### src/interarrival_cv_window_defines.svh
// ----------------------------------------------------------------------------
// Assertion macros for the interarrival CV window block
// Implication checks on the rising clock edge, disabled while reset is low.
// ----------------------------------------------------------------------------
`ifndef INTERARRIVAL_CV_WINDOW_DEFINES_SVH
`define INTERARRIVAL_CV_WINDOW_DEFINES_SVH

// same-cycle implication
`define IACV_ASSERT_NOW(lbl, ck, rn, ante, cons, msg) \
	lbl: assert property (@(posedge ck) disable iff (!rn) (ante) |-> (cons)) \
		else $error(msg);

// next-cycle implication
`define IACV_ASSERT_NEXT(lbl, ck, rn, ante, cons, msg) \
	lbl: assert property (@(posedge ck) disable iff (!rn) (ante) |=> (cons)) \
		else $error(msg);

`endif

### src/iacv_pkg.sv
`timescale 1ns / 1ps
// ----------------------------------------------------------------------------
// iacv_pkg
// Shared constants and types of the interarrival CV window block.
// ----------------------------------------------------------------------------
package iacv_pkg;

	localparam int MAX_INTERVALS_DEF = 4096;
	localparam int TIME_BITS_DEF     = 48;

	localparam int SUM_W       = 40;
	localparam int SQ_W        = 64;
	localparam int S2_W        = 2 * SUM_W;
	localparam int CFG_W       = 16;
	localparam int WIN_US_W    = 26;
	localparam int MS_TO_US    = 1000;
	localparam int FRAC2_W     = 32;
	localparam int CV_W        = 32;
	localparam int GAP_COUNT_W = 13;

	localparam logic [SUM_W-1:0] SUM_MAX         = '1;
	localparam logic [CFG_W-1:0] WINDOW_MS_RESET = 16'd1500;

	localparam int APB_ADDR_W = 3;
	localparam int APB_DATA_W = 32;
	localparam int REG_IDX_W  = APB_ADDR_W - 2;
	localparam logic [REG_IDX_W-1:0] REG_WINDOW_MS = 1'b0;

	localparam int QUEUE_DEPTH = 4;
	localparam int QPTR_W      = $clog2(QUEUE_DEPTH);
	localparam int QLVL_W      = $clog2(QUEUE_DEPTH + 1);

	typedef struct packed {
		logic [QLVL_W-1:0] level;
		logic              empty;
	} q_stat_t;

endpackage

### src/iacv_fifo.sv
`timescale 1ns / 1ps
// ----------------------------------------------------------------------------
// iacv_fifo
// Short register queue of set summaries between intake and statistic engine.
// ----------------------------------------------------------------------------
`include "interarrival_cv_window_defines.svh"

module iacv_fifo import iacv_pkg::*; #(
	parameter int WIDTH = 8
) (
	input  logic             clk,
	input  logic             arst_n,
	input  logic             push,
	input  logic [WIDTH-1:0] push_data,
	input  logic             pop,
	output logic [WIDTH-1:0] head,
	output q_stat_t          q_stat
);

	logic [WIDTH-1:0]  mem_q [QUEUE_DEPTH];
	logic [QPTR_W-1:0] wr_ptr_q;
	logic [QPTR_W-1:0] rd_ptr_q;
	logic [QLVL_W-1:0] level_q;

	always_ff @(posedge clk or negedge arst_n) begin
		if (!arst_n) begin
			wr_ptr_q <= '0;
			rd_ptr_q <= '0;
			level_q  <= '0;
		end else begin
			if (push)
				wr_ptr_q <= (wr_ptr_q == QPTR_W'(QUEUE_DEPTH - 1)) ? '0
				                                                  : wr_ptr_q + QPTR_W'(1);
			if (pop)
				rd_ptr_q <= (rd_ptr_q == QPTR_W'(QUEUE_DEPTH - 1)) ? '0
				                                                  : rd_ptr_q + QPTR_W'(1);
			if (push && !pop)
				level_q <= level_q + QLVL_W'(1);
			else if (pop && !push)
				level_q <= level_q - QLVL_W'(1);
		end
	end

	always_ff @(posedge clk) begin
		if (push)
			mem_q[wr_ptr_q] <= push_data;
	end

	assign head         = mem_q[rd_ptr_q];
	assign q_stat.level = level_q;
	assign q_stat.empty = level_q == '0;

	`IACV_ASSERT_NOW(a_no_overflow, clk, arst_n, push, level_q != QLVL_W'(QUEUE_DEPTH), "queue overflow")
	`IACV_ASSERT_NOW(a_no_underflow, clk, arst_n, pop, level_q != '0, "queue underflow")
	`IACV_ASSERT_NEXT(a_level_up, clk, arst_n, push && !pop, level_q == $past(level_q) + QLVL_W'(1), "queue level not incremented")

endmodule

### config.mk
export PLATFORM = sky130hd
export DESIGN_NAME = iacv_fifo
export DESIGN_NICKNAME = d
export VERILOG_FILES = /design/src/iacv_pkg.sv /design/src/iacv_fifo.sv
export VERILOG_INCLUDE_DIRS = /design/src /design/src/src
export SDC_FILE = /design/constraint.sdc
export NUM_CORES = 1
export LEC_CHECK = 0
export ABC_AREA = 1
export ABC_CLOCK_PERIOD_IN_PS = 1700
export BUFFER_PORTS_ARGS = -buffer_cell sky130_fd_sc_hd__buf_2
export CAP_MARGIN = 40
export CORE_MARGIN = 3
export CORE_UTILIZATION = 45
export DETAILED_ROUTE_END_ITERATION = 12
export GPL_TIMING_DRIVEN = 0
export PLACE_DENSITY = 0.76
export SLEW_MARGIN = 20
export SYNTH_ARGS = -nofsm -noshare
export SYNTH_HDL_FRONTEND = slang
export SYNTH_SLANG_ARGS = --single-unit
### constraint.sdc
create_clock -name clk -period 1.7 [get_ports clk]
set_input_delay 0.17 -clock clk [delete_from_list [all_inputs] [get_ports clk]]
set_output_delay 0.17 -clock clk [all_outputs]
set_load 0.02 [all_outputs]
==> qor.yml <==
floorplan:
  initial_core_util: 0.4859
  dieArea_um2: 4546
  ios: 24
  core-area_um2: 3495
  core.rowCount: 21
  die_w_um: 67.43
  die-height_um: 67.43
worst_setup_path:
  cpMaxStageDelayCell: "dfrtp_1"
  reg2regPathDepth: 4
  endpoint_kind: "primary output"
  cp_num_cells: 5
  path_cells: "buf_4 -> inv_2 -> o211ai_1 -> nand2_1 -> buf_2"
  critical_path_class: "register to primary output"
  worst_ep_required_time_ns: 1.53
  r2r-end: "mem_q[1][3]"
  cp.arrival_ns: 1.37
  critPathMaxFanout: 9
  r2r_setup_slack_ns: 0.33
  worstSetupStartpointType: "register"
  worstReg2RegStart: "wr_ptr_q[1]"
  max_stage_delay_ns: 0.38
  critPathTopFamily: "buffers and inverters"
  crit_buf_inv: 3
timing:
  finClkSkew_ns: 0.004976
  setup_viol: 0
  slew_violations: 0
  layout_min_cycle_time_ns: 1.541
  rsz0062_at_grt: "no"
  worst_slew_pin_slew_ns: 0.3846
  fin_crit_sh: 0.9066
  hold_viol_final: 0
  fmax_ghz: 0.6488
  fin_tns_setup_ns: 0
  slew_headroom: 0.7433
cts:
  cts_setup_buffers: 0
  cts_sinks: 39
  cts.clk_slew.worst_paths_ns: 0.07
  htreeDepth: 2
  clk_path_buf_depth: 2
  ctsResizeCount: 0
  root_buffer: "clkbuf_8"
  ctsHoldBuffers: 1
  cts_tree: "done"
  clk_latency_ns: 0.28
  cts_buffers: 5
yosys:
  synth-simple-area-share: 0.09580
  yosys.area.top_type: "edfxtp_1"
  synth.area.top_cells: "edfxtp_1, dfrtp_1, nand2_1"
  syn-num-nets: 162
  yosysWarnings: 0
  syn_area_per_cell_um2: 11.87
  syn-cell-area_um2: 1698
  synth_cells: 143
  synthMuxAreaShare: 0
  synth-seq-cells: 39
  synth_top_family_by_area: "simple AND/OR/NAND/NOR gates"
  yosysSeqAreaShare: 0.6691
  ys_types: 17
  synthXorXnorAreaFrac: 0.005158
  synth_fa_ha_area_frac: 0.05601
  synth_compound_area_frac: 0.08548
  synth_top_cell_area_share: 0.5660
detailed_routing:
  drt_iter0_markers: 24
  first_pass_iters: 4
  vias: 1084
  ant_nets: 0
  wirelength_um: 2973
  drc: 0
  wire_per_inst_um: 13.45
  vias_per_cell: 4.905
placed_design:
  io_buffers: 23
  gp_congestion: 0.7515
  dpl_cell_area_um2: 1871
  hpwlAfterDp_um: 2052
grt:
  grt_max_degree: 13
  first_global_vias: 1096
  grt.total_usage: 0.1497
  grt_pass1_wl_um: 4850
  grt_overflow: 0
  antenna_found_initial: 0
final_layout:
  design_area_um2: 1998
  multi_input_area_um2: 411.6
  area_growth_pct: 17.69
  drive_gt1_frac: 0.2114
  num-nets-final: 193
  n_antenna_cell: 0
  seqCellArea_um2: 1136
  nFillCells: 292
pwr:
  powerDensity_nw_per_um2: 1712
  leakage_uw: 0.0009111
  peakVddDrop_v: 0.0009234
hold_path:
  holdCritPathClass: "input port to register"
  hold_path_depth: 1
  hp-start: "push_data[4]"
  hold_path_end: "mem_q[2][4]"
status:
  status: "completed"
job:
  max_cap_viol_count: 0
[how the worst max path moves through the flow]
| stage | slack [ns] | startpoint | end |
|---|---|---|---|
| 2_1_floorplan | 0.40 | level_q[0] | level_q[2] |
| 6_report | 0.16 | rd_ptr_q[1] | head[5] |
| 3_3_place_gp | 0.39 | push | level_q[2] |
| 3_5_place_dp | 0.34 | push | level_q[2] |
| 4_1_cts | 0.14 | rd_ptr_q[1] | head[1] |
| 5_1_grt | 0.04 | rd_ptr_q[0] | head[4] |
[flip-flops by register name (all words and copies together) (netlist names)]
signal,flops
level_q,3
mem_q,32
rd_ptr_q,2
wr_ptr_q,2
[metal layers]
| layer | GRT usage | up-vias | share of wire |
|---|---|---|---|
| met1 | 0.1685 | 515 | 0.42 |
| li1 | - | 537 | - |
| met5 | 0 | - | 0 |
| met2 | 0.2712 | 25 | 0.52 |
| met4 | 0.05823 | 0 | 0.015 |
| met3 | 0.03661 | 7 | 0.047 |
[cell usage in the layout (no fill, tap or decap), types with 2 or more instances in the layout]
| cell type | netlist | routed |
|---|---|---|
| edfxtp_1 | 32 | 32 |
| inv_2 | 2 | 2 |
| clkbuf_8 | 0 | 6 |
| nand2_1 | 38 | 38 |
| o21ai_0 | 4 | 4 |
| buf_2 | 0 | 23 |
| inv_1 | 27 | 27 |
| buf_6 | 3 | 3 |
| o211ai_1 | 16 | 16 |
| dfrtp_1 | 7 | 7 |
| ha_1 | 6 | 6 |
[cells by family after synthesis]
| logic type | after synthesis |
|---|---|
| xor gates and xnor gates | 1 |
| and+or+nand+nor | 42 |
| adders and majority gates | 7 |
| DFF | 39 |
| AOI/OAI and AO/OA | 21 |
| buffers and inverters | 33 |
[power by group]
group	total [µW]	switching, µW	internal (µW)
sequential	1380	114	1270
combinational	1260	827	437
clock	772	298	474
[per-stage QoR]
stage          utilization  setup WS (ns)  total power, µW  hold WS [ns]  std cells
3_5_place_dp        0.5353         0.3360             2684       0.01525        212
3_3_place_gp        0.5353         0.3876             2605      0.007987        212
5_1_grt             0.5718        0.04372             3658       0.09440        221
4_1_cts             0.5718         0.1441             3458       0.08748        221
2_1_floorplan            -         0.4016             2262       -0.1256        143
6_report            0.5718         0.1587             3421       0.09209        221
[synthesized netlist by cell type (all sizes together)]
library cell and number:
inv 29, xnor2 1, ha 6, dfrtp 7, fa 1, o211ai 16
a21oi 1, o21ai 4, nand3 1, edfxtp 32, buf 4, nor3 1
nand2 38, nand4 1, nor2 1
[area by class of cell]
cell class | instances | share of cell area
Tap cell | 46 | 0.02880
Buffer | 4 | 0.02066
Inverter | 29 | 0.05448
Clock buffer | 6 | 0.04133
Sequential cell | 39 | 0.5686
Timing Repair Buffer | 24 | 0.06262
Multi-Input combinational cell | 71 | 0.2060
Clock inverter | 2 | 0.01753
(Power assumes the default switching activity.)
