`src/interarrival_cv_window_defines.svh`:
```
// ----------------------------------------------------------------------------
// Assertion macros for the interarrival CV window block
// Implication checks on the rising clock edge, disabled while reset is low.
// ----------------------------------------------------------------------------
`ifndef INTERARRIVAL_CV_WINDOW_DEFINES_SVH
`define INTERARRIVAL_CV_WINDOW_DEFINES_SVH

// same-cycle implication
`define IACV_ASSERT_NOW(lbl, ck, rn, ante, cons, msg) \
	lbl: assert property (@(posedge ck) disable iff (!rn) (ante) |-> (cons)) \
		else $error(msg);

// next-cycle implication
`define IACV_ASSERT_NEXT(lbl, ck, rn, ante, cons, msg) \
	lbl: assert property (@(posedge ck) disable iff (!rn) (ante) |=> (cons)) \
		else $error(msg);

`endif

```
`src/iacv_pkg.sv`:
```
`timescale 1ns / 1ps
// ----------------------------------------------------------------------------
// iacv_pkg
// Shared constants and types of the interarrival CV window block.
// ----------------------------------------------------------------------------
package iacv_pkg;

	localparam int MAX_INTERVALS_DEF = 4096;
	localparam int TIME_BITS_DEF     = 48;

	localparam int SUM_W       = 40;
	localparam int SQ_W        = 64;
	localparam int S2_W        = 2 * SUM_W;
	localparam int CFG_W       = 16;
	localparam int WIN_US_W    = 26;
	localparam int MS_TO_US    = 1000;
	localparam int FRAC2_W     = 32;
	localparam int CV_W        = 32;
	localparam int GAP_COUNT_W = 13;

	localparam logic [SUM_W-1:0] SUM_MAX         = '1;
	localparam logic [CFG_W-1:0] WINDOW_MS_RESET = 16'd1500;

	localparam int APB_ADDR_W = 3;
	localparam int APB_DATA_W = 32;
	localparam int REG_IDX_W  = APB_ADDR_W - 2;
	localparam logic [REG_IDX_W-1:0] REG_WINDOW_MS = 1'b0;

	localparam int QUEUE_DEPTH = 4;
	localparam int QPTR_W      = $clog2(QUEUE_DEPTH);
	localparam int QLVL_W      = $clog2(QUEUE_DEPTH + 1);

	typedef struct packed {
		logic [QLVL_W-1:0] level;
		logic              empty;
	} q_stat_t;

endpackage

```
`src/iacv_front.sv`:
```
`timescale 1ns / 1ps
// ----------------------------------------------------------------------------
// iacv_front
// Event intake: window tracking, trade gaps, gap square and saturating sums.
// Pushes one set summary per emitting set into the queue.
// ----------------------------------------------------------------------------
module iacv_front import iacv_pkg::*; #(
	parameter int MAX_INTERVALS = MAX_INTERVALS_DEF,
	parameter int TIME_BITS     = TIME_BITS_DEF,
	localparam int CNT_W        = $clog2(MAX_INTERVALS + 1)
) (
	input  logic                 clk,
	input  logic                 arst_n,
	input  logic                 start,
	output logic                 busy,
	input  logic [TIME_BITS-1:0] timestamp_us,
	input  logic                 is_trade,
	input  logic                 last_of_set,
	input  logic [WIN_US_W-1:0]  win_us,
	input  q_stat_t              q_stat,
	output logic                 push,
	output logic [CNT_W-1:0]     push_cnt,
	output logic [SUM_W-1:0]     push_sum,
	output logic [SQ_W-1:0]      push_sqs
);

	localparam int AW = ((TIME_BITS > SUM_W) ? TIME_BITS : SUM_W) + 1;

	logic                 accept;
	logic [1:0]           seen_q;
	logic                 closed_q;
	logic                 have_q;
	logic [TIME_BITS-1:0] prev_q;
	logic [TIME_BITS-1:0] lim_q;
	logic                 lim_ok_q;
	logic [CNT_W-1:0]     cnt_q;

	logic                 first;
	logic [1:0]           seen_nx;
	logic                 closed_nx;
	logic                 take;
	logic                 add;
	logic [CNT_W-1:0]     cnt_nx;
	logic                 emit;
	logic [TIME_BITS-1:0] gap;

	logic                 add_s1, last_s1, emit_s1;
	logic [TIME_BITS-1:0] gap_s1;
	logic [CNT_W-1:0]     cnt_s1;
	logic                 add_s2, last_s2, emit_s2;
	logic [TIME_BITS-1:0] gap_s2;
	logic [SQ_W-1:0]      sq_s2;
	logic [CNT_W-1:0]     cnt_s2;

	logic [31:0]          gap_lo;
	logic [SQ_W-1:0]      sq_prod;
	logic [SQ_W-1:0]      sq_nx;

	logic [SUM_W-1:0]     sum_q;
	logic [SQ_W-1:0]      sqs_q;
	logic [AW-1:0]        sum_tot;
	logic [SQ_W:0]        sqs_tot;
	logic [SUM_W-1:0]     sum_nx;
	logic [SQ_W-1:0]      sqs_nx;
	logic [QLVL_W:0]      pend;

	assign pend   = (QLVL_W + 1)'(q_stat.level) + (QLVL_W + 1)'(emit_s1)
	              + (QLVL_W + 1)'(emit_s2);
	assign busy   = pend >= (QLVL_W + 1)'(QUEUE_DEPTH);
	assign accept = start && !busy;

	always_comb begin
		first     = seen_q == 2'd0;
		seen_nx   = (seen_q == 2'd3) ? 2'd3 : seen_q + 2'd1;
		closed_nx = closed_q || (!first && lim_ok_q && (timestamp_us < lim_q));
		take      = !closed_nx && is_trade;
		gap       = (timestamp_us >= prev_q) ? timestamp_us - prev_q
		                                     : prev_q - timestamp_us;
		add       = take && have_q && (cnt_q < CNT_W'(MAX_INTERVALS));
		cnt_nx    = cnt_q + CNT_W'(add);
		emit      = last_of_set && (seen_nx == 2'd3) && (cnt_nx >= CNT_W'(2));
	end

	always_ff @(posedge clk or negedge arst_n) begin
		if (!arst_n) begin
			seen_q   <= 2'd0;
			closed_q <= 1'b0;
			have_q   <= 1'b0;
			lim_ok_q <= 1'b0;
			cnt_q    <= '0;
		end else if (accept) begin
			if (last_of_set) begin
				seen_q   <= 2'd0;
				closed_q <= 1'b0;
				have_q   <= 1'b0;
				lim_ok_q <= 1'b0;
				cnt_q    <= '0;
			end else begin
				seen_q   <= seen_nx;
				closed_q <= closed_nx;
				cnt_q    <= cnt_nx;
				if (take)
					have_q <= 1'b1;
				if (first)
					lim_ok_q <= timestamp_us > TIME_BITS'(win_us);
			end
		end
	end

	always_ff @(posedge clk) begin
		if (accept && take)
			prev_q <= timestamp_us;
		if (accept && first)
			lim_q <= timestamp_us - TIME_BITS'(win_us);
	end

	// pipeline control
	always_ff @(posedge clk or negedge arst_n) begin
		if (!arst_n) begin
			add_s1  <= 1'b0;
			last_s1 <= 1'b0;
			emit_s1 <= 1'b0;
			add_s2  <= 1'b0;
			last_s2 <= 1'b0;
			emit_s2 <= 1'b0;
		end else begin
			add_s1  <= accept && add;
			last_s1 <= accept && last_of_set;
			emit_s1 <= accept && emit;
			add_s2  <= add_s1;
			last_s2 <= last_s1;
			emit_s2 <= emit_s1;
		end
	end

	assign gap_lo  = gap_s1[31:0];
	assign sq_prod = gap_lo * gap_lo;
	assign sq_nx   = (gap_s1 > TIME_BITS'(32'hFFFF_FFFF)) ? '1 : sq_prod;

	always_ff @(posedge clk) begin
		gap_s1 <= gap;
		cnt_s1 <= cnt_nx;
		gap_s2 <= gap_s1;
		sq_s2  <= sq_nx;
		cnt_s2 <= cnt_s1;
	end

	always_comb begin
		sum_tot = AW'(sum_q) + AW'(gap_s2);
		sqs_tot = {1'b0, sqs_q} + {1'b0, sq_s2};
		sum_nx  = sum_q;
		sqs_nx  = sqs_q;
		if (add_s2) begin
			sum_nx = (sum_tot > AW'(SUM_MAX)) ? SUM_MAX : sum_tot[SUM_W-1:0];
			sqs_nx = sqs_tot[SQ_W] ? '1 : sqs_tot[SQ_W-1:0];
		end
	end

	always_ff @(posedge clk or negedge arst_n) begin
		if (!arst_n) begin
			sum_q <= '0;
			sqs_q <= '0;
		end else if (last_s2) begin
			sum_q <= '0;
			sqs_q <= '0;
		end else begin
			sum_q <= sum_nx;
			sqs_q <= sqs_nx;
		end
	end

	assign push     = emit_s2;
	assign push_cnt = cnt_s2;
	assign push_sum = sum_nx;
	assign push_sqs = sqs_nx;

endmodule

```
`config.mk`:
```
export PLATFORM = sky130hd
export DESIGN_NAME = iacv_front
export DESIGN_NICKNAME = d
export VERILOG_FILES = /design/src/interarrival_cv_window_defines.svh /design/src/iacv_pkg.sv /design/src/iacv_front.sv
export SDC_FILE = /design/constraint.sdc
export NUM_CORES = 2
export LEC_CHECK = 0
export BUFFER_PORTS_ARGS = -buffer_cell sky130_fd_sc_hd__buf_2
export CORE_ASPECT_RATIO = 0.75
export CORE_MARGIN = 10
export CORE_UTILIZATION = 65
export DETAILED_ROUTE_END_ITERATION = 10
export GPL_TIMING_DRIVEN = 0
export PLACE_DENSITY = 0.94
export SKIP_CTS_REPAIR_TIMING = 1
export SYNTH_ARGS = -nofsm -noshare
export SYNTH_HDL_FRONTEND = slang
export SYNTH_SLANG_ARGS = --single-unit
```
`constraint.sdc`:
```
create_clock -name clk -period 11.11 [get_ports clk]
set_clock_uncertainty 0.2 [all_clocks]
set_input_delay 2.222 -clock clk [delete_from_list [all_inputs] [get_ports clk]]
set_output_delay 2.222 -clock clk [all_outputs]
set_load 0.005 [all_outputs]
```
==> impl_metrics.py <==
metrics = {
    "status": {
        "run_status": "finished with violations",
        "violations": "setup timing",
    },
    "critical_path": {
        "crit_type": "reg -> reg",
        "slowest_delay_ps": 1030,
        "crit_top_cell": "fa_1",
        "cp_slowest_cell": "clkbuf_1",
        "cp_max_fo": 10,
        "rr_worst_depth": 30,
        "cp.arrival_ps": 11530,
        "end_kind": "register",
        "path_delay_family": "adder cells",
        "required_ps": 11330,
        "start_kind": "register",
        "r2r_slack_ps": -210,
        "critical_path_buf_inv_count": 9,
        "worstReg2RegEnd": "sq_s2[44]",
        "regToRegStartpoint": "gap_s1[5]",
    },
    "detailed_routing": {
        "drtAntennaViolNets": 0,
        "drt-total-wl_um": 196100,
        "num_vias": 48711,
        "post-route-drc-count": 0,
        "wl_per_cell_um": 25.35,
        "drtIter0Drc": 6445,
        "dr.pass1.iters": 7,
        "viasPerCell": 6.298,
    },
    "logic_synthesis": {
        "synthTopCellsByCount": "inv_1 (1213), fa_1 (797), ha_1 (573)",
        "synth_area_leader_cell": "fa_1",
        "synth_edf_count": 96,
        "synth_ff_type": "dfxtp_1",
        "synth_cell_types": 95,
        "yosysWarningCount": 0,
        "synth_most_common_cell": "inv_1",
        "synth_top_cell_area_share_pct": 28.26,
        "ys_ff_latch": 410,
        "synth.net_count": 7750,
        "synth_async_sr_flop_share_pct": 31.22,
        "syn_area_per_cell_um2": 8.967,
        "netlist_instances": 6297,
        "yosysSeqAreaShare_pct": 17.37,
        "netlist_area_um2": 56460,
        "ys_top_cells_by_area": "fa_1 (28%), ha_1 (13%), inv_1 (8.1%), dfxtp_1 (6.6%), dfrtp_1 (5.7%)",
    },
    "finish": {
        "final_nets": 8001,
        "drive_gt1_share_pct": 5.763,
        "syn_to_final_growth_pct": 7.000,
        "nFillCells": 6545,
    },
    "sta": {
        "post-route-period-util_pct": 101.9,
        "rsz0062_at_grt": "no",
        "fin_ws_ps": -205.8,
        "min_period_ps": 11320,
        "finalSetupTns_ps": -298.5,
        "max-slew-margin-rel_pct": 7.118,
        "maxClockFrequency_mhz": 88.37,
        "hold_viol": 0,
        "worst_slew_pin_slew_ps": 1393,
        "slew_violations": 0,
        "setup_viol_count_final": 2,
    },
    "placed_design": {
        "dp_hpwl_um": 159900,
        "gp_congestion": 1.145,
        "io_buffer_count": 199,
    },
    "floorplanning": {
        "die-area_um2": 99180,
        "die_x_um": 360.3,
        "die_y_um": 275.2,
        "core_um2": 85990,
        "ios": 202,
        "initial_utilization_pct": 65.66,
        "num_rows": 93,
    },
    "grt": {
        "gr-usage-all-layers_pct": 39.02,
        "grt_pass1_vias": 49650,
        "antenna_found_initial": 12,
        "grt_pass1_wl_um": 296300,
        "grt_overflow_total": 0,
        "grt_max_degree": 90,
    },
    "cts": {
        "cts_sinks": 410,
        "ctsHtreeMaxLevel": 2,
        "root_buffer": "clkbuf_16",
        "numCtsBuffers": 38,
        "clock_latency_ps": 590,
        "cts_tree": "yes",
        "cts.clk_slew.worst_paths_ps": 70,
        "clockBufferDepth": 3,
    },
    "job": {
        "max_cap_violations": 0,
    },
    "worst_hold_path": {
        "hold_start": "cnt_s1[7]",
        "hold-path-endpoint": "push_cnt[7]",
        "hp-class": "reg -> reg",
        "min_path_cells": 0,
    },
}
==> layout make-up <==
type / instances / area [um^2] / area share (%)
sequential: 410 / 9809 / 16.24
tap: 1140 / 1426 / 2.361
buffer: 254 / 1042 / 1.725
timing repair buffer: 211 / 1127 / 1.866
multi-input combinational: 4419 / 41070 / 67.97
antenna: 17 / 42.54 / 0.07041
inverter: 1214 / 4557 / 7.542
clock buffer: 50 / 1142 / 1.891
clock inverter: 19 / 202.7 / 0.3355
==> metal layers <==
metal  vias to the layer above  wire (um)  global-route usage [%]
li1                      20830          -                       -
met1                     23636      75770                   51.60
met2                      3515      78840                   55.75
met3                       710      31440                   17.68
met4                        20       9652                   14.92
met5                         -        366                   1.290
==> registers in the layout, summed over array words and instances (netlist names) <==
name,count
add_s1,1
last_s2,1
sq_s2,64
sum_q,40
push_cnt,13
seen_q,2
have_q,1
cnt_q,13
lim_q,48
closed_q,1
lim_ok_q,1
prev_q,48
sqs_q,64
last_s1,1
gap_s2,48
emit_s1,1
push,1
gap_s1,48
add_s2,1
cnt_s1,13
==> stage by stage <==
step / cells / worst slack, ps / hold slack, ps / cell area (um^2) / utilization, %
floorplan: 6297 / 1848 / 109.6 / 56460 / -
global placement: 7636 / -2188 / 111.2 / 58890 / 68.48
detailed placement: 7648 / 586.1 / 113.6 / 59030 / 68.65
CTS: 7717 / 546.0 / 129.9 / 60370 / 70.21
global route: 7719 / 8.430 / 134.2 / 60380 / 70.22
finish: 7734 / -205.8 / 130.0 / 60420 / 70.26
==> kinds of logic after synthesis <==
family | Yosys count | synth area share (%)
and+or+nand+nor | 1519 | 13.04
adders and majority gates | 1370 | 40.95
buffers and inverters | 1468 | 9.916
xor gates and xnor gates | 293 | 4.545
DFF | 410 | 17.37
AOI/OAI and AO/OA | 1207 | 13.63
muxes | 30 | 0.5473
==> cells in the final DEF, fill, tap and decap left out, types with 10 or more instances in the layout <==
cell,count
a21oi_1,419
buf_4,10
and3_1,33
diode_2,17
a31oi_1,32
a31o_2,20
xor2_1,122
nand2_1,532
o21bai_1,50
edfxtp_1,96
o31ai_1,19
mux2i_1,26
a211oi_1,74
o21a_1,34
ha_1,573
o211ai_1,25
a211o_1,11
and4_1,14
nor4_1,20
nor3_1,60
fa_1,797
a21boi_0,16
o21ai_0,205
nand3_1,47
clkbuf_16,43
nand4_1,75
inv_1,1214
nor2_1,310
clkbuf_1,209
a21o_1,182
dfrtp_1,128
xnor2_1,171
nand2b_1,41
or3_1,10
dfxtp_1,186
buf_2,235
and2_1,236
or2_2,11
nor2b_1,100
==> worst max path at each step <==
stage	from	to	slack, ps	cells after the start
finish	gap_s1[5]	sq_s2[44]	-210	30
detailed placement	gap_s1[5]	sq_s2[44]	590	30
floorplan	timestamp_us[1]	prev_q[0]	1850	10
global placement	timestamp_us[25]	prev_q[0]	-2190	8
global route	gap_s1[5]	sq_s2[44]	8	30
CTS	gap_s1[5]	sq_s2[44]	550	30
Power is not shown: default switching activity piles up to over one toggle a cycle in this logic, so the estimate is an artifact.
