<file path="src/interarrival_cv_window_defines.svh">
// ----------------------------------------------------------------------------
// Assertion macros for the interarrival CV window block
// Implication checks on the rising clock edge, disabled while reset is low.
// ----------------------------------------------------------------------------
`ifndef INTERARRIVAL_CV_WINDOW_DEFINES_SVH
`define INTERARRIVAL_CV_WINDOW_DEFINES_SVH

// same-cycle implication
`define IACV_ASSERT_NOW(lbl, ck, rn, ante, cons, msg) \
	lbl: assert property (@(posedge ck) disable iff (!rn) (ante) |-> (cons)) \
		else $error(msg);

// next-cycle implication
`define IACV_ASSERT_NEXT(lbl, ck, rn, ante, cons, msg) \
	lbl: assert property (@(posedge ck) disable iff (!rn) (ante) |=> (cons)) \
		else $error(msg);

`endif

</file>
<file path="src/iacv_pkg.sv">
`timescale 1ns / 1ps
// ----------------------------------------------------------------------------
// iacv_pkg
// Shared constants and types of the interarrival CV window block.
// ----------------------------------------------------------------------------
package iacv_pkg;

	localparam int MAX_INTERVALS_DEF = 4096;
	localparam int TIME_BITS_DEF     = 48;

	localparam int SUM_W       = 40;
	localparam int SQ_W        = 64;
	localparam int S2_W        = 2 * SUM_W;
	localparam int CFG_W       = 16;
	localparam int WIN_US_W    = 26;
	localparam int MS_TO_US    = 1000;
	localparam int FRAC2_W     = 32;
	localparam int CV_W        = 32;
	localparam int GAP_COUNT_W = 13;

	localparam logic [SUM_W-1:0] SUM_MAX         = '1;
	localparam logic [CFG_W-1:0] WINDOW_MS_RESET = 16'd1500;

	localparam int APB_ADDR_W = 3;
	localparam int APB_DATA_W = 32;
	localparam int REG_IDX_W  = APB_ADDR_W - 2;
	localparam logic [REG_IDX_W-1:0] REG_WINDOW_MS = 1'b0;

	localparam int QUEUE_DEPTH = 4;
	localparam int QPTR_W      = $clog2(QUEUE_DEPTH);
	localparam int QLVL_W      = $clog2(QUEUE_DEPTH + 1);

	typedef struct packed {
		logic [QLVL_W-1:0] level;
		logic              empty;
	} q_stat_t;

endpackage

</file>
<file path="src/iacv_back.sv">
`timescale 1ns / 1ps
// ----------------------------------------------------------------------------
// iacv_back
// Statistic engine: shift-add products, restoring divide and bitwise square
// root on one set summary, giving the CV in Q16.16.
// ----------------------------------------------------------------------------
`include "interarrival_cv_window_defines.svh"

module iacv_back import iacv_pkg::*; #(
	parameter int MAX_INTERVALS = MAX_INTERVALS_DEF,
	localparam int CNT_W        = $clog2(MAX_INTERVALS + 1)
) (
	input  logic                   clk,
	input  logic                   arst_n,
	input  q_stat_t                q_stat,
	input  logic [CNT_W-1:0]       head_cnt,
	input  logic [SUM_W-1:0]       head_sum,
	input  logic [SQ_W-1:0]        head_sqs,
	output logic                   pop,
	output logic                   done,
	output logic [CV_W-1:0]        cv_q16,
	output logic [GAP_COUNT_W-1:0] gap_count
);

	localparam int MW   = CNT_W + SQ_W + ((CNT_W > 16) ? CNT_W : 16);
	localparam int DW   = CNT_W + S2_W;
	localparam int NUMW = MW + FRAC2_W;
	localparam int MPW  = (CNT_W > SUM_W) ? CNT_W : SUM_W;
	localparam int STW  = $clog2(NUMW + 1);

	typedef enum logic [8:0] {
		ST_IDLE = 9'b000000001,
		ST_MNQ  = 9'b000000010,
		ST_MS2  = 9'b000000100,
		ST_CMP  = 9'b000001000,
		ST_MNUM = 9'b000010000,
		ST_MDEN = 9'b000100000,
		ST_DIV  = 9'b001000000,
		ST_SQRT = 9'b010000000,
		ST_OUT  = 9'b100000000
	} state_t;

	state_t            state_q, state_nx;
	logic [CNT_W-1:0]  n_q;
	logic [SUM_W-1:0]  s_q;
	logic [MW-1:0]     acc_q, mcand_q, nq_q;
	logic [MPW-1:0]    mplier_q;
	logic [S2_W-1:0]   s2_q;
	logic [NUMW-1:0]   div_q;
	logic [DW-1:0]     den_q, rem_q;
	logic [SQ_W-1:0]   quo_q;
	logic              ovf_q;
	logic [33:0]       srem_q;
	logic [31:0]       root_q;
	logic [STW-1:0]    step_q;
	logic [CV_W-1:0]   res_q;

	logic              mul_done;
	logic [MW-1:0]     acc_add;
	logic [DW:0]       rem_sh, rem_dif;
	logic              rem_ge;
	logic [35:0]       sq_sh, sq_trial, sq_dif;
	logic              sq_ge;
	logic              var_zero;

	assign pop      = (state_q == ST_IDLE) && !q_stat.empty;
	assign mul_done = mplier_q == '0;
	assign acc_add  = mplier_q[0] ? acc_q + mcand_q : acc_q;
	assign rem_sh   = {rem_q, div_q[NUMW-1]};
	assign rem_ge   = rem_sh >= {1'b0, den_q};
	assign rem_dif  = rem_sh - {1'b0, den_q};
	assign sq_sh    = {srem_q, quo_q[SQ_W-1 -: 2]};
	assign sq_trial = {2'b00, root_q, 2'b01};
	assign sq_ge    = sq_sh >= sq_trial;
	assign sq_dif   = sq_sh - sq_trial;
	assign var_zero = nq_q <= MW'(s2_q);

	always_comb begin
		state_nx = state_q;
		case (state_q)
			ST_IDLE: begin
				if (pop)
					state_nx = (head_sum == '0) ? ST_OUT : ST_MNQ;
			end
			ST_MNQ:  if (mul_done) state_nx = ST_MS2;
			ST_MS2:  if (mul_done) state_nx = ST_CMP;
			ST_CMP:  state_nx = var_zero ? ST_OUT : ST_MNUM;
			ST_MNUM: if (mul_done) state_nx = ST_MDEN;
			ST_MDEN: if (mul_done) state_nx = ST_DIV;
			ST_DIV: begin
				if (step_q == '0)
					state_nx = ovf_q ? ST_OUT : ST_SQRT;
			end
			ST_SQRT: if (step_q == '0) state_nx = ST_OUT;
			ST_OUT:  state_nx = ST_IDLE;
			default: state_nx = ST_IDLE;
		endcase
	end

	always_ff @(posedge clk or negedge arst_n) begin
		if (!arst_n)
			state_q <= ST_IDLE;
		else
			state_q <= state_nx;
	end

	always_ff @(posedge clk) begin
		case (state_q)
			ST_IDLE: begin
				if (pop) begin
					n_q      <= head_cnt;
					s_q      <= head_sum;
					acc_q    <= '0;
					mcand_q  <= MW'(head_sqs);
					mplier_q <= MPW'(head_cnt);
					res_q    <= '0;
				end
			end
			ST_MNQ: begin
				if (mul_done) begin
					nq_q     <= acc_q;
					acc_q    <= '0;
					mcand_q  <= MW'(s_q);
					mplier_q <= MPW'(s_q);
				end else begin
					acc_q    <= acc_add;
					mcand_q  <= mcand_q << 1;
					mplier_q <= mplier_q >> 1;
				end
			end
			ST_MS2: begin
				if (mul_done) begin
					s2_q <= acc_q[S2_W-1:0];
				end else begin
					acc_q    <= acc_add;
					mcand_q  <= mcand_q << 1;
					mplier_q <= mplier_q >> 1;
				end
			end
			ST_CMP: begin
				acc_q    <= '0;
				mcand_q  <= nq_q - MW'(s2_q);
				mplier_q <= MPW'(n_q);
			end
			ST_MNUM: begin
				if (mul_done) begin
					div_q    <= {acc_q, FRAC2_W'(0)};
					acc_q    <= '0;
					mcand_q  <= MW'(s2_q);
					mplier_q <= MPW'(n_q - CNT_W'(1));
				end else begin
					acc_q    <= acc_add;
					mcand_q  <= mcand_q << 1;
					mplier_q <= mplier_q >> 1;
				end
			end
			ST_MDEN: begin
				if (mul_done) begin
					den_q  <= acc_q[DW-1:0];
					rem_q  <= '0;
					quo_q  <= '0;
					ovf_q  <= 1'b0;
					step_q <= STW'(NUMW);
				end else begin
					acc_q    <= acc_add;
					mcand_q  <= mcand_q << 1;
					mplier_q <= mplier_q >> 1;
				end
			end
			ST_DIV: begin
				if (step_q == '0) begin
					res_q  <= '1;
					srem_q <= '0;
					root_q <= '0;
					step_q <= STW'(32);
				end else begin
					rem_q  <= rem_ge ? rem_dif[DW-1:0] : rem_sh[DW-1:0];
					quo_q  <= {quo_q[SQ_W-2:0], rem_ge};
					ovf_q  <= ovf_q || quo_q[SQ_W-1];
					div_q  <= div_q << 1;
					step_q <= step_q - STW'(1);
				end
			end
			ST_SQRT: begin
				if (step_q == '0) begin
					res_q <= root_q;
				end else begin
					srem_q <= sq_ge ? sq_dif[33:0] : sq_sh[33:0];
					root_q <= {root_q[30:0], sq_ge};
					quo_q  <= quo_q << 2;
					step_q <= step_q - STW'(1);
				end
			end
			default: ;
		endcase
	end

	assign done      = state_q == ST_OUT;
	assign cv_q16    = res_q;
	assign gap_count = GAP_COUNT_W'(n_q);

	`IACV_ASSERT_NOW(a_den_nonzero, clk, arst_n, state_q == ST_DIV, den_q != '0, "divisor is zero")
	`IACV_ASSERT_NOW(a_sqrt_in_range, clk, arst_n, state_q == ST_SQRT, !ovf_q, "root taken of an overflowed quotient")
	`IACV_ASSERT_NEXT(a_done_single, clk, arst_n, done, !done, "result strobe longer than one cycle")

endmodule

</file>
<file path="config.mk">
export PLATFORM = sky130hd
export DESIGN_NAME = iacv_back
export DESIGN_NICKNAME = d
export VERILOG_FILES = /design/src/iacv_pkg.sv /design/src/iacv_back.sv
export VERILOG_INCLUDE_DIRS = /design/src /design/src/src
export SDC_FILE = /design/constraint.sdc
export NUM_CORES = 2
export LEC_CHECK = 0
export BUFFER_PORTS_ARGS = -buffer_cell sky130_fd_sc_hd__buf_4
export CAP_MARGIN = 10
export CORE_ASPECT_RATIO = 0.7
export CORE_MARGIN = 2
export CORE_UTILIZATION = 30
export CTS_BUF_LIST = sky130_fd_sc_hd__clkbuf_4 sky130_fd_sc_hd__clkbuf_8
export DETAILED_ROUTE_END_ITERATION = 7
export PLACE_DENSITY = 0.5
export SYNTH_ARGS = -nofsm -noshare
export SYNTH_HDL_FRONTEND = slang
export SYNTH_SLANG_ARGS = --single-unit
</file>
<file path="constraint.sdc">
create_clock -name clk -period 11 [get_ports clk]
set_input_delay 1.65 -clock clk [delete_from_list [all_inputs] [get_ports clk]]
set_output_delay 1.65 -clock clk [all_outputs]
set_load 0.01 [all_outputs]
</file>
==> flow_metrics.py <==
metrics = {
    "synth": {
        "synth_commonest_cells": "edfxtp_1, nand2_1, nor2_1",
        "synthMostInstantiatedCell": "edfxtp_1",
        "yosys.area.top_type": "edfxtp_1",
        "yosys_warnings": 0,
        "synth_nets": 5804,
        "synth.area.top_cells": "edfxtp_1, ha_1, nand2_1",
        "synth-edff-count": 901,
        "synth_top_area_share_pct": 49.5,
        "synthDistinctLibCells": 93,
        "synth-async-reset-ratio_pct": 0.989,
        "syn_inst": 5377,
        "synth-seq-cells": 910,
        "netlist_area_sq_mm": 0.0547,
        "ys.flop_type": "edfxtp_1",
        "avgSynthCellArea_sq_um": 10.2,
        "yosysSeqAreaShare_pct": 49.9,
    },
    "power": {
        "total_power_mw": 13.9,
        "power_density_mw_per_mm2": 226,
        "power.leakage_nw": 23.5,
        "vdd_drop_max_mv": 0.266,
    },
    "global_routing": {
        "grt_pass1_vias": 40100,
        "overflow": 0,
        "grt_pass1_wl_um": 258000,
        "grt_antenna_before_repair": 5,
        "grt_usage_pct": 18.0,
        "grt_start_max_net_pins": 134,
    },
    "drt": {
        "wl_per_cell_um": 21.5,
        "met1Wirelength_um": 91700,
        "drtIter0Drc": 4926,
        "drcViolationCount": 1,
        "ant_nets": 0,
        "wl_met2_um": 64900,
        "route.met3.wl_um": 12300,
        "totalWireLength_um": 172000,
        "vias_per_cell": 5.33,
        "vias": 42600,
        "firstDrtPassIters": 8,
        "top_layer_used": "met5",
    },
    "clocking": {
        "clockBufferDepth": 3,
        "htree_num_levels": 4,
        "holdBufCountCts": 0,
        "cts_tree": "done",
        "cts_root_buf": "clkbuf_8",
        "path_clk_slew_ps": 60,
        "cts-resized-gates": 0,
        "clock_latency_ps": 890,
        "cts_sinks": 910,
        "cts_setup_buffers": 0,
        "cts_made_buffers": 161,
    },
    "sta": {
        "fin_crit_ps": 5920,
        "fmax_mhz": 169,
        "setup_viol": 0,
        "rsz0062_at_grt": "no",
        "worstMarginPinSlew_ps": 1130,
        "skew_ps": 45.9,
        "slew_viol_final": 0,
        "period_share_pct": 53.8,
        "hold_violations": 0,
        "setup_tns_ps": 0,
        "max-slew-margin-rel_pct": 23.4,
    },
    "worst_setup_path": {
        "cpMostUsedCell": "buf_4",
        "crit_chain": "ha_1, fa_1, nand2b_1, a21oi_1, o2111ai_1, nand2_1, a21oi_2, o211ai_4, a31oi_2, o31ai_2, nor3b_2, a31oi_1, o31ai_4, buf_4, buf_4, mux2i_1, nor2_1",
        "cp.required_ps": 11570,
        "cp-start-kind": "register",
        "max_stage_delay_ps": 690,
        "arrival_ps": 6480,
        "end_kind": "register",
        "slowest_stage": "buf_4",
        "worstPathMaxFanout": 50,
        "critical_path_class": "reg -> reg",
        "crit_buf_inv": 2,
        "cpLargestDelayFamily": "compound AO/OA/AOI/OAI gates",
    },
    "die": {
        "initial_core_util_pct": 30.1,
        "rows": 131,
        "core-area_sq_mm": 0.182,
        "io_pins": 170,
        "die_h_um": 361,
        "dieArea_sq_mm": 0.186,
        "die_w_um": 514,
    },
    "placed_design": {
        "dpl_cell_area_sq_mm": 0.0583,
        "dp.cells": 7703,
        "dp_hpwl_um": 127000,
        "gp_congestion": 0.899,
        "io_buffers": 166,
    },
    "job": {
        "cap_violations": 0,
    },
    "min_path": {
        "min_path_type": "reg -> reg",
    },
    "status": {
        "status": "finished, violations left",
        "violations": "design-rule violations",
    },
    "layout": {
        "fin_area_sq_mm": 0.0613,
        "drive_gt1_share_pct": 9.16,
        "finalCoreUtilization_pct": 33.8,
        "syn_to_final_growth_pct": 12.1,
        "fin_cells": 7984,
        "fin_nets": 5900,
    },
}
==> cells by family (layout without fill, tap and decap cells) <==
group | Yosys count | count (layout) | synth area share, %
other | 0 | 2 | 0
adders and majority gates | 304 | 304 | 7.00
AOI/OAI and AO/OA | 1522 | 1522 | 18.3
xor gates and xnor gates | 296 | 296 | 4.74
DFF | 910 | 910 | 49.9
buffers and inverters | 574 | 785 | 4.12
muxes | 145 | 145 | 2.66
and+or+nand+nor | 1626 | 1626 | 13.3
==> worst reg2reg max path: stages, from the launching register on <==
cell	delay, ps
edfxtp_1	370
ha_1	210
fa_1	390
nand2b_1	190
a21oi_1	210
o2111ai_1	300
nand2_1	210
a21oi_2	140
o211ai_4	290
a31oi_2	230
o31ai_2	570
nor3b_2	410
a31oi_1	240
o31ai_4	230
buf_4	500
buf_4	700
mux2i_1	360
nor2_1	60
==> layout make-up <==
type,instances,area (sq um)
Fill cell,18400,120000
Sequential cell,910,27300
Multi-Input combinational cell,3893,25300
Tap cell,2394,3000
Clock buffer,209,2600
Timing Repair Buffer,214,1620
Inverter,293,1100
Clock inverter,69,407
Antenna cell,2,5.00
==> registers in the layout (all words and copies together), names as in the netlist <==
register,flops
quo_q,64
acc_q,93
s_q,40
mcand_q,93
ovf_q,1
nq_q,93
div_q,93
root_q,32
step_q,7
gap_count,13
mplier_q,40
rem_q,93
den_q,93
state_q,9
cv_q16,32
srem_q,34
s2_q,80
==> per-stage QoR <==
stage | hold slack [ps] | setup slack (ps)
6_report | 502 | 5080
5_1_grt | 524 | 4760
4_1_cts | 496 | 5020
3_5_place_dp | 494 | 5030
3_3_place_gp | 491 | 5000
2_1_floorplan | 474 | 1620
==> layout by cell type (no fill, tap or decap), types with 44 or more instances in the layout <==
cell type / instances
o21ai_0: 324
buf_4: 212
nand4_1: 113
mux2i_1: 143
a22o_1: 62
a222oi_1: 59
clkbuf_4: 44
nand3_1: 50
xnor2_1: 174
nand2_1: 625
inv_1: 293
xor2_1: 122
a21oi_1: 422
ha_1: 301
nor4_1: 49
nor3_1: 62
edfxtp_1: 901
nor2_1: 521
o21bai_1: 72
a21o_1: 191
clkbuf_8: 165
a211oi_1: 59
a31oi_1: 48
==> report_power, final <==
| group | leakage, nW | switching [mW] | total, mW | internal (mW) |
|---|---|---|---|---|
| registers | 8.03 | 1.01 | 5.83 | 4.82 |
| clock network | 1.58 | 1.50 | 3.07 | 1.57 |
| logic | 13.9 | 3.13 | 4.98 | 1.85 |
| total | 23.5 | 5.65 | 13.9 | 8.24 |
==> layer usage <==
metal / track usage, % / up-vias
met4: 4.03 / 2
li1: - / 20200
met2: 23.2 / 1462
met3: 3.13 / 193
met1: 30.0 / 20700
met5: 0 / -
==> path summary, 6_finish.rpt <==
check,from,endpoint,slack (ps),depth (start not counted)
min,div_q[101],div_q[102],500,2
max,den_q[0],rem_q[34],5080,17
max reg2reg,den_q[0],rem_q[34],5080,17
min in group asynchronous,arst_n,state_q[5],580,1
max in group asynchronous,arst_n,state_q[0],10190,1
min reg2reg,div_q[101],div_q[102],500,2
(Power assumes the default switching activity.)
